### src/rtl/core/ubpo_pkg.sv
// ----------------------------------------------------------------------------
// ubpo_pkg
// Shared types and constants of the UTF-8 byte-plus-one word unpacker.
// ----------------------------------------------------------------------------
package ubpo_pkg;

  localparam int COUNT_W = 21;
  localparam int INDEX_W = 20;
  localparam int WORD_W  = 32;
  localparam int UNIT_W  = 11;
  localparam int ACC_W   = 24;

  localparam logic [COUNT_W-1:0] MAX_ELEMENTS = 21'd1048576;
  localparam logic [7:0]         LEAD_MIN     = 8'hC2;
  localparam logic [7:0]         LEAD_MAX     = 8'hDF;
  localparam logic [1:0]         CONT_TAG     = 2'b10;
  localparam logic [UNIT_W-1:0]  UNIT_MAX     = 11'd256;
  localparam logic [1:0]         LAST_POS     = 2'd3;

  typedef enum logic [1:0] {
    ST_OK       = 2'd0,
    ST_BAD      = 2'd1,
    ST_OVER     = 2'd2,
    ST_MISMATCH = 2'd3
  } status_t;

  typedef struct packed {
    logic signed [WORD_W-1:0]  word_value;
    logic [INDEX_W-1:0]        word_index;
    logic                      is_status;
    status_t                   status;
    logic [COUNT_W-1:0]        element_count;
  } result_t;

endpackage

### src/rtl/core/ubpo_if.sv
// ----------------------------------------------------------------------------
// ubpo_if
// Valid/ready channel interfaces for the input, result and configuration beats.
// ----------------------------------------------------------------------------
interface ubpo_in_if;
  logic       valid;
  logic       ready;
  logic [7:0] channel_byte;
  logic       closes;

  modport source (output valid, output channel_byte, output closes, input ready);
  modport sink (input valid, input channel_byte, input closes, output ready);
endinterface

interface ubpo_out_if;
  logic               valid;
  logic               ready;
  logic signed [31:0] word_value;
  logic [19:0]        word_index;
  logic               is_status;
  logic [1:0]         status;
  logic [20:0]        element_count;

  modport source (output valid, output word_value, output word_index, output is_status,
                  output status, output element_count, input ready);
  modport sink (input valid, input word_value, input word_index, input is_status,
                input status, input element_count, output ready);
endinterface

interface ubpo_cfg_if;
  logic        valid;
  logic        ready;
  logic [20:0] expected_count;

  modport source (output valid, output expected_count, input ready);
  modport sink (input valid, input expected_count, output ready);
endinterface

### src/rtl/core/utf8_byte_plus_one_word_unpacker.sv
// ----------------------------------------------------------------------------
// utf8_byte_plus_one_word_unpacker
// Decodes a UTF-8 byte stream of one- and two-byte sequences, turns each unit
// into a byte, packs four bytes into a signed word and reports run status.
//
//   Channel  Direction  Beat carries
//   in_bus   sink       channel_byte, closes
//   out_bus  source     word_value, word_index, is_status, status, element_count
//   cfg_bus  sink       expected_count
//
// One input beat is accepted every cycle while out_bus is not stalled.
// A result is decoded from the beat held in the input register and is loaded into
// the result register, from which out_bus takes it.
// A stall on out_bus holds both registers; in_bus then accepts a beat only
// while the input register is empty.
// Reset clears the run state and sets expected_count to zero.
// cfg_bus is always ready.
// ----------------------------------------------------------------------------
module utf8_byte_plus_one_word_unpacker
  import ubpo_pkg::*;
(
  input logic       clk,
  input logic       rst_n,
  ubpo_in_if.sink   in_bus,
  ubpo_out_if.source out_bus,
  ubpo_cfg_if.sink  cfg_bus
);

  logic       advance;
  logic       stage_valid;
  logic [7:0] stage_byte;
  logic       stage_closes;
  logic       emit;
  result_t    dec_res;
  result_t    out_res;

  assign cfg_bus.ready = 1'b1;

  ubpo_in_reg u_in_reg (
    .clk          (clk),
    .rst_n        (rst_n),
    .in_valid     (in_bus.valid),
    .in_ready     (in_bus.ready),
    .in_byte      (in_bus.channel_byte),
    .in_closes    (in_bus.closes),
    .advance      (advance),
    .stage_valid  (stage_valid),
    .stage_byte   (stage_byte),
    .stage_closes (stage_closes)
  );

  ubpo_decode u_decode (
    .clk       (clk),
    .rst_n     (rst_n),
    .cfg_write (cfg_bus.valid && cfg_bus.ready),
    .cfg_count (cfg_bus.expected_count),
    .take      (stage_valid && advance),
    .in_byte   (stage_byte),
    .in_closes (stage_closes),
    .emit      (emit),
    .res       (dec_res)
  );

  ubpo_out_reg u_out_reg (
    .clk        (clk),
    .rst_n      (rst_n),
    .load_valid (stage_valid && emit),
    .load_res   (dec_res),
    .advance    (advance),
    .out_valid  (out_bus.valid),
    .out_ready  (out_bus.ready),
    .out_res    (out_res)
  );

  assign out_bus.word_value    = out_res.word_value;
  assign out_bus.word_index    = out_res.word_index;
  assign out_bus.is_status     = out_res.is_status;
  assign out_bus.status        = out_res.status;
  assign out_bus.element_count = out_res.element_count;

  a_backpressure_source: assert property (@(posedge clk) disable iff (!rst_n)
    !in_bus.ready |-> (out_bus.valid && !out_bus.ready))
    else $error("input stalled without a stalled result");

  a_element_fields: assert property (@(posedge clk) disable iff (!rst_n)
    (out_bus.valid && !out_bus.is_status) |->
      (out_bus.status == ST_OK && out_bus.element_count == '0))
    else $error("element beat carries status fields");

  a_status_fields: assert property (@(posedge clk) disable iff (!rst_n)
    (out_bus.valid && out_bus.is_status) |->
      (out_bus.word_value == '0 && out_bus.word_index == '0))
    else $error("status beat carries element fields");

endmodule

### src/rtl/core/ubpo_in_reg.sv
// ----------------------------------------------------------------------------
// ubpo_in_reg
// Input register that holds one accepted beat until the decoder consumes it.
// ----------------------------------------------------------------------------
module ubpo_in_reg
  import ubpo_pkg::*;
(
  input  logic       clk,
  input  logic       rst_n,
  input  logic       in_valid,
  output logic       in_ready,
  input  logic [7:0] in_byte,
  input  logic       in_closes,
  input  logic       advance,
  output logic       stage_valid,
  output logic [7:0] stage_byte,
  output logic       stage_closes
);

  logic       valid_r;
  logic       valid_nxt;
  logic [7:0] byte_r;
  logic       closes_r;

  assign in_ready  = !valid_r || advance;
  assign valid_nxt = in_ready ? in_valid : valid_r;

  always_ff @(posedge clk) begin
    if (!rst_n) begin
      valid_r <= 1'b0;
    end else begin
      valid_r <= valid_nxt;
    end
  end

  always_ff @(posedge clk) begin
    if (in_ready && in_valid) begin
      byte_r   <= in_byte;
      closes_r <= in_closes;
    end
  end

  assign stage_valid  = valid_r;
  assign stage_byte   = byte_r;
  assign stage_closes = closes_r;

endmodule

### src/rtl/core/ubpo_decode.sv
// ----------------------------------------------------------------------------
// ubpo_decode
// Run state and per-byte decode: UTF-8 units, word assembly, error tracking.
// ----------------------------------------------------------------------------
module ubpo_decode
  import ubpo_pkg::*;
(
  input  logic               clk,
  input  logic               rst_n,
  input  logic               cfg_write,
  input  logic [COUNT_W-1:0] cfg_count,
  input  logic               take,
  input  logic [7:0]         in_byte,
  input  logic               in_closes,
  output logic               emit,
  output result_t            res
);

  logic [COUNT_W-1:0] expected_r;
  logic               lead_pending_r, lead_pending_nxt;
  logic [4:0]         lead_low_r, lead_low_nxt;
  logic [1:0]         unit_pos_r, unit_pos_nxt;
  logic [ACC_W-1:0]   acc_r, acc_nxt;
  logic [COUNT_W-1:0] count_r, count_nxt;
  status_t            first_err_r, first_err_nxt;

  always_comb begin
    logic [UNIT_W-1:0] unit;
    logic [UNIT_W-1:0] unit_m1;
    logic              unit_ok;
    logic              have_unit;
    status_t           stat;

    lead_pending_nxt = lead_pending_r;
    lead_low_nxt     = lead_low_r;
    unit_pos_nxt     = unit_pos_r;
    acc_nxt          = acc_r;
    count_nxt        = count_r;
    first_err_nxt    = first_err_r;
    emit             = 1'b0;
    res              = '0;
    have_unit        = 1'b0;
    stat             = first_err_r;

    unit    = lead_pending_r ? {lead_low_r, in_byte[5:0]} : {3'b000, in_byte};
    unit_m1 = unit - 11'd1;
    unit_ok = (unit != '0) && (unit <= UNIT_MAX);

    if (in_closes) begin
      if (first_err_r == ST_OK) begin
        if (lead_pending_r || unit_pos_r != 2'd0) begin
          stat = ST_BAD;
        end else if (count_r != expected_r) begin
          stat = ST_MISMATCH;
        end
      end
      emit              = 1'b1;
      res.is_status     = 1'b1;
      res.status        = stat;
      res.element_count = count_r;
      lead_pending_nxt  = 1'b0;
      lead_low_nxt      = '0;
      unit_pos_nxt      = '0;
      acc_nxt           = '0;
      count_nxt         = '0;
      first_err_nxt     = ST_OK;
    end else if (first_err_r == ST_OK) begin
      if (lead_pending_r) begin
        lead_pending_nxt = 1'b0;
        if (in_byte[7:6] != CONT_TAG) begin
          first_err_nxt = ST_BAD;
        end else begin
          have_unit = 1'b1;
        end
      end else if (!in_byte[7]) begin
        have_unit = 1'b1;
      end else if (in_byte >= LEAD_MIN && in_byte <= LEAD_MAX) begin
        lead_pending_nxt = 1'b1;
        lead_low_nxt     = in_byte[4:0];
      end else begin
        first_err_nxt = ST_BAD;
      end

      if (have_unit) begin
        if (!unit_ok) begin
          first_err_nxt = ST_BAD;
        end else if (unit_pos_r != LAST_POS) begin
          acc_nxt      = {acc_r[15:0], unit_m1[7:0]};
          unit_pos_nxt = unit_pos_r + 2'd1;
        end else begin
          unit_pos_nxt = '0;
          if (count_r >= MAX_ELEMENTS) begin
            first_err_nxt = ST_OVER;
          end else begin
            emit           = 1'b1;
            res.word_value = $signed({acc_r, unit_m1[7:0]});
            res.word_index = count_r[INDEX_W-1:0];
            acc_nxt        = '0;
            count_nxt      = count_r + 21'd1;
          end
        end
      end
    end
  end

  always_ff @(posedge clk) begin
    if (!rst_n) begin
      expected_r     <= '0;
      lead_pending_r <= 1'b0;
      lead_low_r     <= '0;
      unit_pos_r     <= '0;
      acc_r          <= '0;
      count_r        <= '0;
      first_err_r    <= ST_OK;
    end else begin
      if (cfg_write) begin
        expected_r <= cfg_count;
      end
      if (take) begin
        lead_pending_r <= lead_pending_nxt;
        lead_low_r     <= lead_low_nxt;
        unit_pos_r     <= unit_pos_nxt;
        acc_r          <= acc_nxt;
        count_r        <= count_nxt;
        first_err_r    <= first_err_nxt;
      end
    end
  end

endmodule

### src/rtl/core/ubpo_out_reg.sv
// ----------------------------------------------------------------------------
// ubpo_out_reg
// Result register that holds one result beat until the sink takes it.
// ----------------------------------------------------------------------------
module ubpo_out_reg
  import ubpo_pkg::*;
(
  input  logic    clk,
  input  logic    rst_n,
  input  logic    load_valid,
  input  result_t load_res,
  output logic    advance,
  output logic    out_valid,
  input  logic    out_ready,
  output result_t out_res
);

  logic    valid_r;
  logic    valid_nxt;
  result_t res_r;

  assign advance   = !valid_r || out_ready;
  assign valid_nxt = advance ? load_valid : valid_r;

  always_ff @(posedge clk) begin
    if (!rst_n) begin
      valid_r <= 1'b0;
    end else begin
      valid_r <= valid_nxt;
    end
  end

  always_ff @(posedge clk) begin
    if (advance && load_valid) begin
      res_r <= load_res;
    end
  end

  assign out_valid = valid_r;
  assign out_res   = res_r;

endmodule
### src/flat_wrapper.sv
// flat-port wrapper written by rule: the top's interface ports become plain ports
module utf8_byte_plus_one_word_unpacker_flat import ubpo_pkg::*;
  (clk, rst_n, in_bus_valid, in_bus_channel_byte, in_bus_closes, in_bus_ready, out_bus_valid, out_bus_word_value, out_bus_word_index, out_bus_is_status, out_bus_status, out_bus_element_count, out_bus_ready, cfg_bus_valid, cfg_bus_expected_count, cfg_bus_ready);
  ubpo_in_if in_bus_i ();
  ubpo_out_if out_bus_i ();
  ubpo_cfg_if cfg_bus_i ();
  input logic clk;
  input logic rst_n;
  input wire logic [$bits(in_bus_i.valid)-1:0] in_bus_valid;
  input wire logic [$bits(in_bus_i.channel_byte)-1:0] in_bus_channel_byte;
  input wire logic [$bits(in_bus_i.closes)-1:0] in_bus_closes;
  output wire logic [$bits(in_bus_i.ready)-1:0] in_bus_ready;
  output wire logic [$bits(out_bus_i.valid)-1:0] out_bus_valid;
  output wire logic [$bits(out_bus_i.word_value)-1:0] out_bus_word_value;
  output wire logic [$bits(out_bus_i.word_index)-1:0] out_bus_word_index;
  output wire logic [$bits(out_bus_i.is_status)-1:0] out_bus_is_status;
  output wire logic [$bits(out_bus_i.status)-1:0] out_bus_status;
  output wire logic [$bits(out_bus_i.element_count)-1:0] out_bus_element_count;
  input wire logic [$bits(out_bus_i.ready)-1:0] out_bus_ready;
  input wire logic [$bits(cfg_bus_i.valid)-1:0] cfg_bus_valid;
  input wire logic [$bits(cfg_bus_i.expected_count)-1:0] cfg_bus_expected_count;
  output wire logic [$bits(cfg_bus_i.ready)-1:0] cfg_bus_ready;
  assign in_bus_i.valid = in_bus_valid;
  assign in_bus_i.channel_byte = in_bus_channel_byte;
  assign in_bus_i.closes = in_bus_closes;
  assign in_bus_ready = in_bus_i.ready;
  assign out_bus_valid = out_bus_i.valid;
  assign out_bus_word_value = out_bus_i.word_value;
  assign out_bus_word_index = out_bus_i.word_index;
  assign out_bus_is_status = out_bus_i.is_status;
  assign out_bus_status = out_bus_i.status;
  assign out_bus_element_count = out_bus_i.element_count;
  assign out_bus_i.ready = out_bus_ready;
  assign cfg_bus_i.valid = cfg_bus_valid;
  assign cfg_bus_i.expected_count = cfg_bus_expected_count;
  assign cfg_bus_ready = cfg_bus_i.ready;
  utf8_byte_plus_one_word_unpacker u_core (.clk(clk), .rst_n(rst_n), .in_bus(in_bus_i), .out_bus(out_bus_i), .cfg_bus(cfg_bus_i));
endmodule
### config.mk
export PLATFORM = sky130hd
export DESIGN_NAME = utf8_byte_plus_one_word_unpacker_flat
export DESIGN_NICKNAME = d
export VERILOG_FILES = /design/src/rtl/core/ubpo_pkg.sv /design/src/rtl/core/ubpo_if.sv /design/src/rtl/core/utf8_byte_plus_one_word_unpacker.sv /design/src/rtl/core/ubpo_in_reg.sv /design/src/rtl/core/ubpo_decode.sv /design/src/rtl/core/ubpo_out_reg.sv /design/src/flat_wrapper.sv
export SDC_FILE = /design/constraint.sdc
export NUM_CORES = 1
export LEC_CHECK = 0
export BUFFER_PORTS_ARGS = -buffer_cell sky130_fd_sc_hd__buf_2
export CAP_MARGIN = 20
export CORE_ASPECT_RATIO = 0.8
export CORE_MARGIN = 3
export CORE_UTILIZATION = 56
export CTS_CLUSTER_SIZE = 16
export DETAILED_ROUTE_END_ITERATION = 6
export GPL_TIMING_DRIVEN = 0
export PLACE_DENSITY = 0.79
export SETUP_SLACK_MARGIN = 0.1
export SLEW_MARGIN = 20
export SYNTH_ARGS = -nofsm -noshare
export SYNTH_HDL_FRONTEND = slang
export SYNTH_SLANG_ARGS = --single-unit
### constraint.sdc
create_clock -name clk -period 10.75 [get_ports clk]
set_input_delay 2.15 -clock clk [delete_from_list [all_inputs] [get_ports clk]]
set_output_delay 2.15 -clock clk [all_outputs]
set_load 0.05 [all_outputs]
# After elaboration in Yosys (flattened, before gate mapping)
# Index checks and enable logic that the tools add are counted.
[totals]
reg_bits = 163
latch_bits = 0
ramBits = 0
rom_bits = 0
input_bits = 35
elab_cells = 111
memories = 0
[op_classes]
addsub = 3
mul = 0
div_mod_pow = 0
magnitude_cmp = 4
eq_ne = 7
shifts = 0
n_mux = 53
bitwise_logic = 3
n_reduce_logical = 25
[op_table]
columns = ["operator", "count"]
rows = [
  ["24-bit two-way mux", 7],
  ["21-bit two-way mux", 6],
  ["2-bit two-way mux", 18],
  ["5-bit two-way mux", 5],
  ["21-bit by 1-bit adder with 21-bit output, second input constant", 1],
  ["21-bit >= comparator, second input constant", 1],
  ["21-bit != test", 1],
  ["1-bit two-way mux", 16],
  ["2-bit nonzero test", 6],
  ["11-bit by 9-bit <= comparator with 1-bit output, second input constant", 1],
  ["11-bit two-way mux", 1],
  ["11-bit nonzero test", 1],
  ["5-bit AND reduction", 2],
  ["8-bit >= comparator, second input constant", 1],
  ["8-bit <= comparator, second input constant", 1],
  ["8-bit by 1-bit subtractor with 8-bit output, second input constant", 1],
  ["1-bit logical AND", 6],
  ["2-bit by 1-bit != test with 1-bit output, second input constant", 3],
  ["6-bit AND reduction", 1],
  ["6-bit OR reduction", 1],
  ["2-bit != test, second input constant", 2],
  ["4-bit AND reduction", 1],
  ["1-bit logical OR", 3],
  ["3-bit by 2-bit != test with 1-bit output, second input constant", 1],
  ["5 further kinds", 8],
]

# Logic depth before layout (Yosys ltp)
[logic_depth]
depth_word = 11
ltp_mapped = 9
ltp_nobuf = 7

# Modules after synthesis
# A second synthesis with hierarchy kept.
[unflattened]
hier_cells = 559
area_unflattened_um2 = 6766.5
[by_module_without_submodules]
columns = ["mod", "n_inst", "cells_per_inst", "area_per_inst_um2", "seq_area_each_um2"]
rows = [
  ["ubpo_decode", 1, 460, 4075.2, 1521.5],
  ["ubpo_out_reg", 1, 81, 2339.7, 2302.2],
  ["ubpo_in_reg", 1, 14, 327.8, 290.3],
  ["utf8_byte_plus_one_word_unpacker", 1, 4, 23.8, 0.0],
]

# Least setup slack after synthesis
# Ideal clock, no wire load.
[synth_timing]
kind = "input to register"
from = "input port out_bus_ready"
to = "register u_core.u_out_reg.res_r, in the netlist u_core.u_out_reg.out_res[0] (enable)"
t_arrival_ps = 8213
setup_slack_ps = 1915
path_stages = 5
n_path_buf = 0
path_cell_list = "nand2b_1 > nand3_1 > inv_1 > nand2_1 > o21ai_0"
[synth_between]
elab_chain_len = 2
[synth_lines]
columns = ["element", "line", "source"]
rows = [
  ["start, declared", "flat_wrapper.sv:19", "input wire logic [$bits(out_bus_i.ready)-1:0] out_bus_ready;"],
  ["1-bit logical OR", "ubpo_out_reg.sv:22", "assign advance = !valid_r || out_ready;"],
  ["1-bit logical AND", "ubpo_out_reg.sv:34", "if (advance && load_valid) begin"],
  ["end signal, assigned", "ubpo_out_reg.sv:35", "res_r <= load_res;"],
  ["end, declared", "ubpo_out_reg.sv:20", "result_t res_r;"],
]
# No other way between the ends.
# A chain may end at the register's enable or synchronous reset.

# Worst setup path in the final report
[layout_timing]
from = "input port out_bus_ready"
to = "output port in_bus_ready"
[layout_between]
elab_chain_len = 2
[layout_lines]
columns = ["element", "line", "source"]
rows = [
  ["1-bit logical OR", "ubpo_out_reg.sv:22", ""],
  ["1-bit logical OR", "ubpo_in_reg.sv:25", "assign in_ready = !valid_r || advance;"],
  ["end, declared", "flat_wrapper.sv:12", "output wire logic [$bits(in_bus_i.ready)-1:0] in_bus_ready;"],
]
# No other way between the ends.

==> qor.yml <==
leakage_nw: 3.185
cts.clk_slew.worst_paths_ps: 60
die_y_um: 104.3
cts_buffer_depth: 2
ys_dominant_reg_cell: "edfxtp_1"
overflow: 0
htreeDepth: 4
grt_pass1_vias: 4705
root_buffer: "clkbuf_16"
tns_ps: 0
synthTopCellsByArea: "edfxtp_1, dfxtp_1, and2_1, mux2i_1, nor2b_1"
synth.avg_cell_area_um2: 11.28
syn-instance-count: 600
cp_max_fo: 3
synth_top_area_cell: "edfxtp_1"
setup_viol: 0
slew_viol_final: 0
clkLatencyLatePin_ps: 420
vias: 4863
ioPinCount: 114
rsz0062_at_grt: "false"
antenna_cells: 0
start_util_pct: 58.11
wirelength_mm: 14.62
drt_iter0_drc: 436
portBuffers: 111
synth_top_family_by_area: "simple AND/OR/NAND/NOR gates"
syn_to_final_growth_pct: 20.54
crit_path_end_kind: "output port"
dp_worst_setup_slack_ps: 5868
final_hold_viol_count: 0
cts_resized: 0
die_w_um: 128.9
drive_gt1_share_pct: 21.72
synthArstFlopShare_pct: 0
cp_slowest_cell: "buf_2"
post-route-worst-setup-slack_ps: 5857
synth_area_mm2: 0.006769
layout.cells.most_common_list: "buf_2, edfxtp_1, dfxtp_1"
drcViolationCount: 0
status: "finished, final reports clean"
dr.pass1.iters: 5
fin_crit_ps: 4893
cp-start-kind: "primary input"
core_area_mm2: 0.01165
hpwl_mm: 10.49
synthMuxAreaShare_pct: 3.826
fin_worst_skew_ps: 6.885
peakVddDrop_v: 0.0001147
post_cts_buffers: 0
yosys.area_share.adder_pct: 1.109
synth.distinct_cells: 50
maxCapViolations: 0
dieArea_mm2: 0.01345
cts_tree: "built"
ys_warn_count: 0
wl_per_cell_um: 16.36
crit_top_cell: "buf_2"
antenna_found_initial: 0
ant_nets: 0
fmax_mhz: 204.4
grt_util_all_layers_pct: 22.53
cts_hold_buf: 0
period_share_pct: 45.52
synth.yosys.seq_area_share_pct: 60.78
hold_path.class: "flop to flop"
rows: 35
synthSimpleGateAreaFrac_pct: 20.68
routabilityCongestion: 0.8704
critPathBufInv: 2
vias_per_cell: 5.440
required_ps: 8600
grt_pass1_wl_mm: 23.74
timing_worst_slew_pin_value_ps: 739.6
synth-edff-count: 85
clkSinkCount: 163
slew_headroom_pct: 50.69
nets: 774
synth_fp_nets: 641
layout_commonest_cell: "buf_2"
grt_start_max_net_pins: 31
crit_family: "buffers and inverters"
synth_compound_area_share_pct: 6.802
final_core_util_pct: 70.04
powerDensity_mw_per_mm2: 162.5
critPathKind: "primary input to output port"
synth_top_area_share_pct: 37.71
synth_seq_cells: 163
cts_buffers: 17
crit_arrival_ps: 2740
path_cells: "buf_2 > nor2b_1 > nand2_1 > buf_2"
synth_xor_area_share_pct: 3.752
cpPeakStageDelay_ps: 220
-- registers in the layout, indices dropped and copies added (netlist names) --
name                            cells
u_core.u_decode.expected_r         21
u_core.u_decode.count_r            21
u_core.u_decode.unit_pos_r          2
u_core.u_in_reg.stage_byte          8
u_core.u_decode.acc_r              24
u_core.u_out_reg.out_res           76
u_core.u_decode.first_err_r         2
u_core.u_decode.lead_low_r          5
u_core.u_out_reg.out_valid          1
u_core.u_in_reg.stage_closes        1
u_core.u_decode.lead_pending_r      1
u_core.u_in_reg.stage_valid         1
-- metrics by stage --
stage          power, mW  instance area, um2  instances  hold slack [ps]
3_3_place_gp      0.7692                7510        859            449.3
4_1_cts            1.331                8159        894            475.0
5_1_grt            1.368                8159        894            496.7
3_5_place_dp      0.7719                7604        862            460.4
6_report           1.326                8159        894            467.9
2_1_floorplan     0.7463                6769        600            435.3
-- where the power goes --
part	total [mW]	switching, mW	internal [mW]	leakage, nW
registers	0.675	0.00937	0.666	1.47
logic	0.0838	0.0566	0.0272	1.45
clock network	0.567	0.242	0.324	0.262
total	1.33	0.308	1.02	3.19
-- cell type report --
cell class | count | area [um2]
multi-input cells | 392 | 2464
flip-flops and latches | 163 | 4114
clock inverters | 12 | 108.9
repair buffers | 114 | 638.1
clock buffers | 20 | 446.7
fillers | 863 | 3490
inverters | 11 | 41.29
plain buffers | 34 | 161.4
well taps | 148 | 185.2
-- cells in the mapped netlist (2+ instances only) --
cell	instances
xor2_1	22
ha_1	6
xnor2_1	7
a22oi_1	5
and3_1	2
o22ai_1	2
o21ai_0	36
nor3_1	8
nand2b_1	2
nand2_1	43
nand4_1	6
nand3_1	37
nor4_1	4
edfxtp_1	85
buf_6	3
clkbuf_1	19
and2_1	68
a21oi_1	16
or4_1	2
a21oi_2	2
dfxtp_1	78
or3_1	14
buf_2	2
inv_1	11
o21a_1	6
nor2b_1	32
nor2_1	24
buf_1	5
o31ai_1	4
clkbuf_2	4
a31oi_1	4
mux2i_1	23
-- cells by family (layout without fill, tap and decap cells) --
kind of cell               count (synthesis)  count (layout)
DFF                                      163             163
adders and majority gates                  6               6
buffers and inverters                     45             191
xor gates and xnor gates                  29              29
and+or+nand+nor                          252             252
other                                      1               1
muxes                                     25              25
AOI/OAI and AO/OA                         79              79
-- worst register-to-register path: cells and delay by family (launching register included) --
kind	cells	cell delay, ps
compound gates	1	550
simple gates	3	900
mux	1	420
flops	1	490
buf+inv	1	270
-- path summary, 6_finish.rpt --
kind,startpoint,to,slack (ps),depth (start not counted)
worst max-delay path,out_bus_ready,in_bus_ready,5860,4
worst min-delay path,u_core.u_decode.acc_r[10]$_SDFFE_PN0P_,u_core.u_decode.acc_r[18]$_SDFFE_PN0P_,470,2
worst max register to register,u_core.u_in_reg.stage_byte[3]$_DFFE_PP_,u_core.u_out_reg.out_res[41]$_SDFFCE_PP0P_,7810,6
worst min register to register,u_core.u_decode.acc_r[10]$_SDFFE_PN0P_,u_core.u_decode.acc_r[18]$_SDFFE_PN0P_,470,2
-- layer usage --
| metal | share of wire, % | GRT usage, % |
|---|---|---|
| met1 | 46 | 31.99 |
| met2 | 45 | 33.43 |
| met3 | 7.6 | 6.468 |
| met4 | 1.4 | 7.271 |
| met5 | 0 | 0 |
No activity file was read; power rests on OpenSTA's default activity.
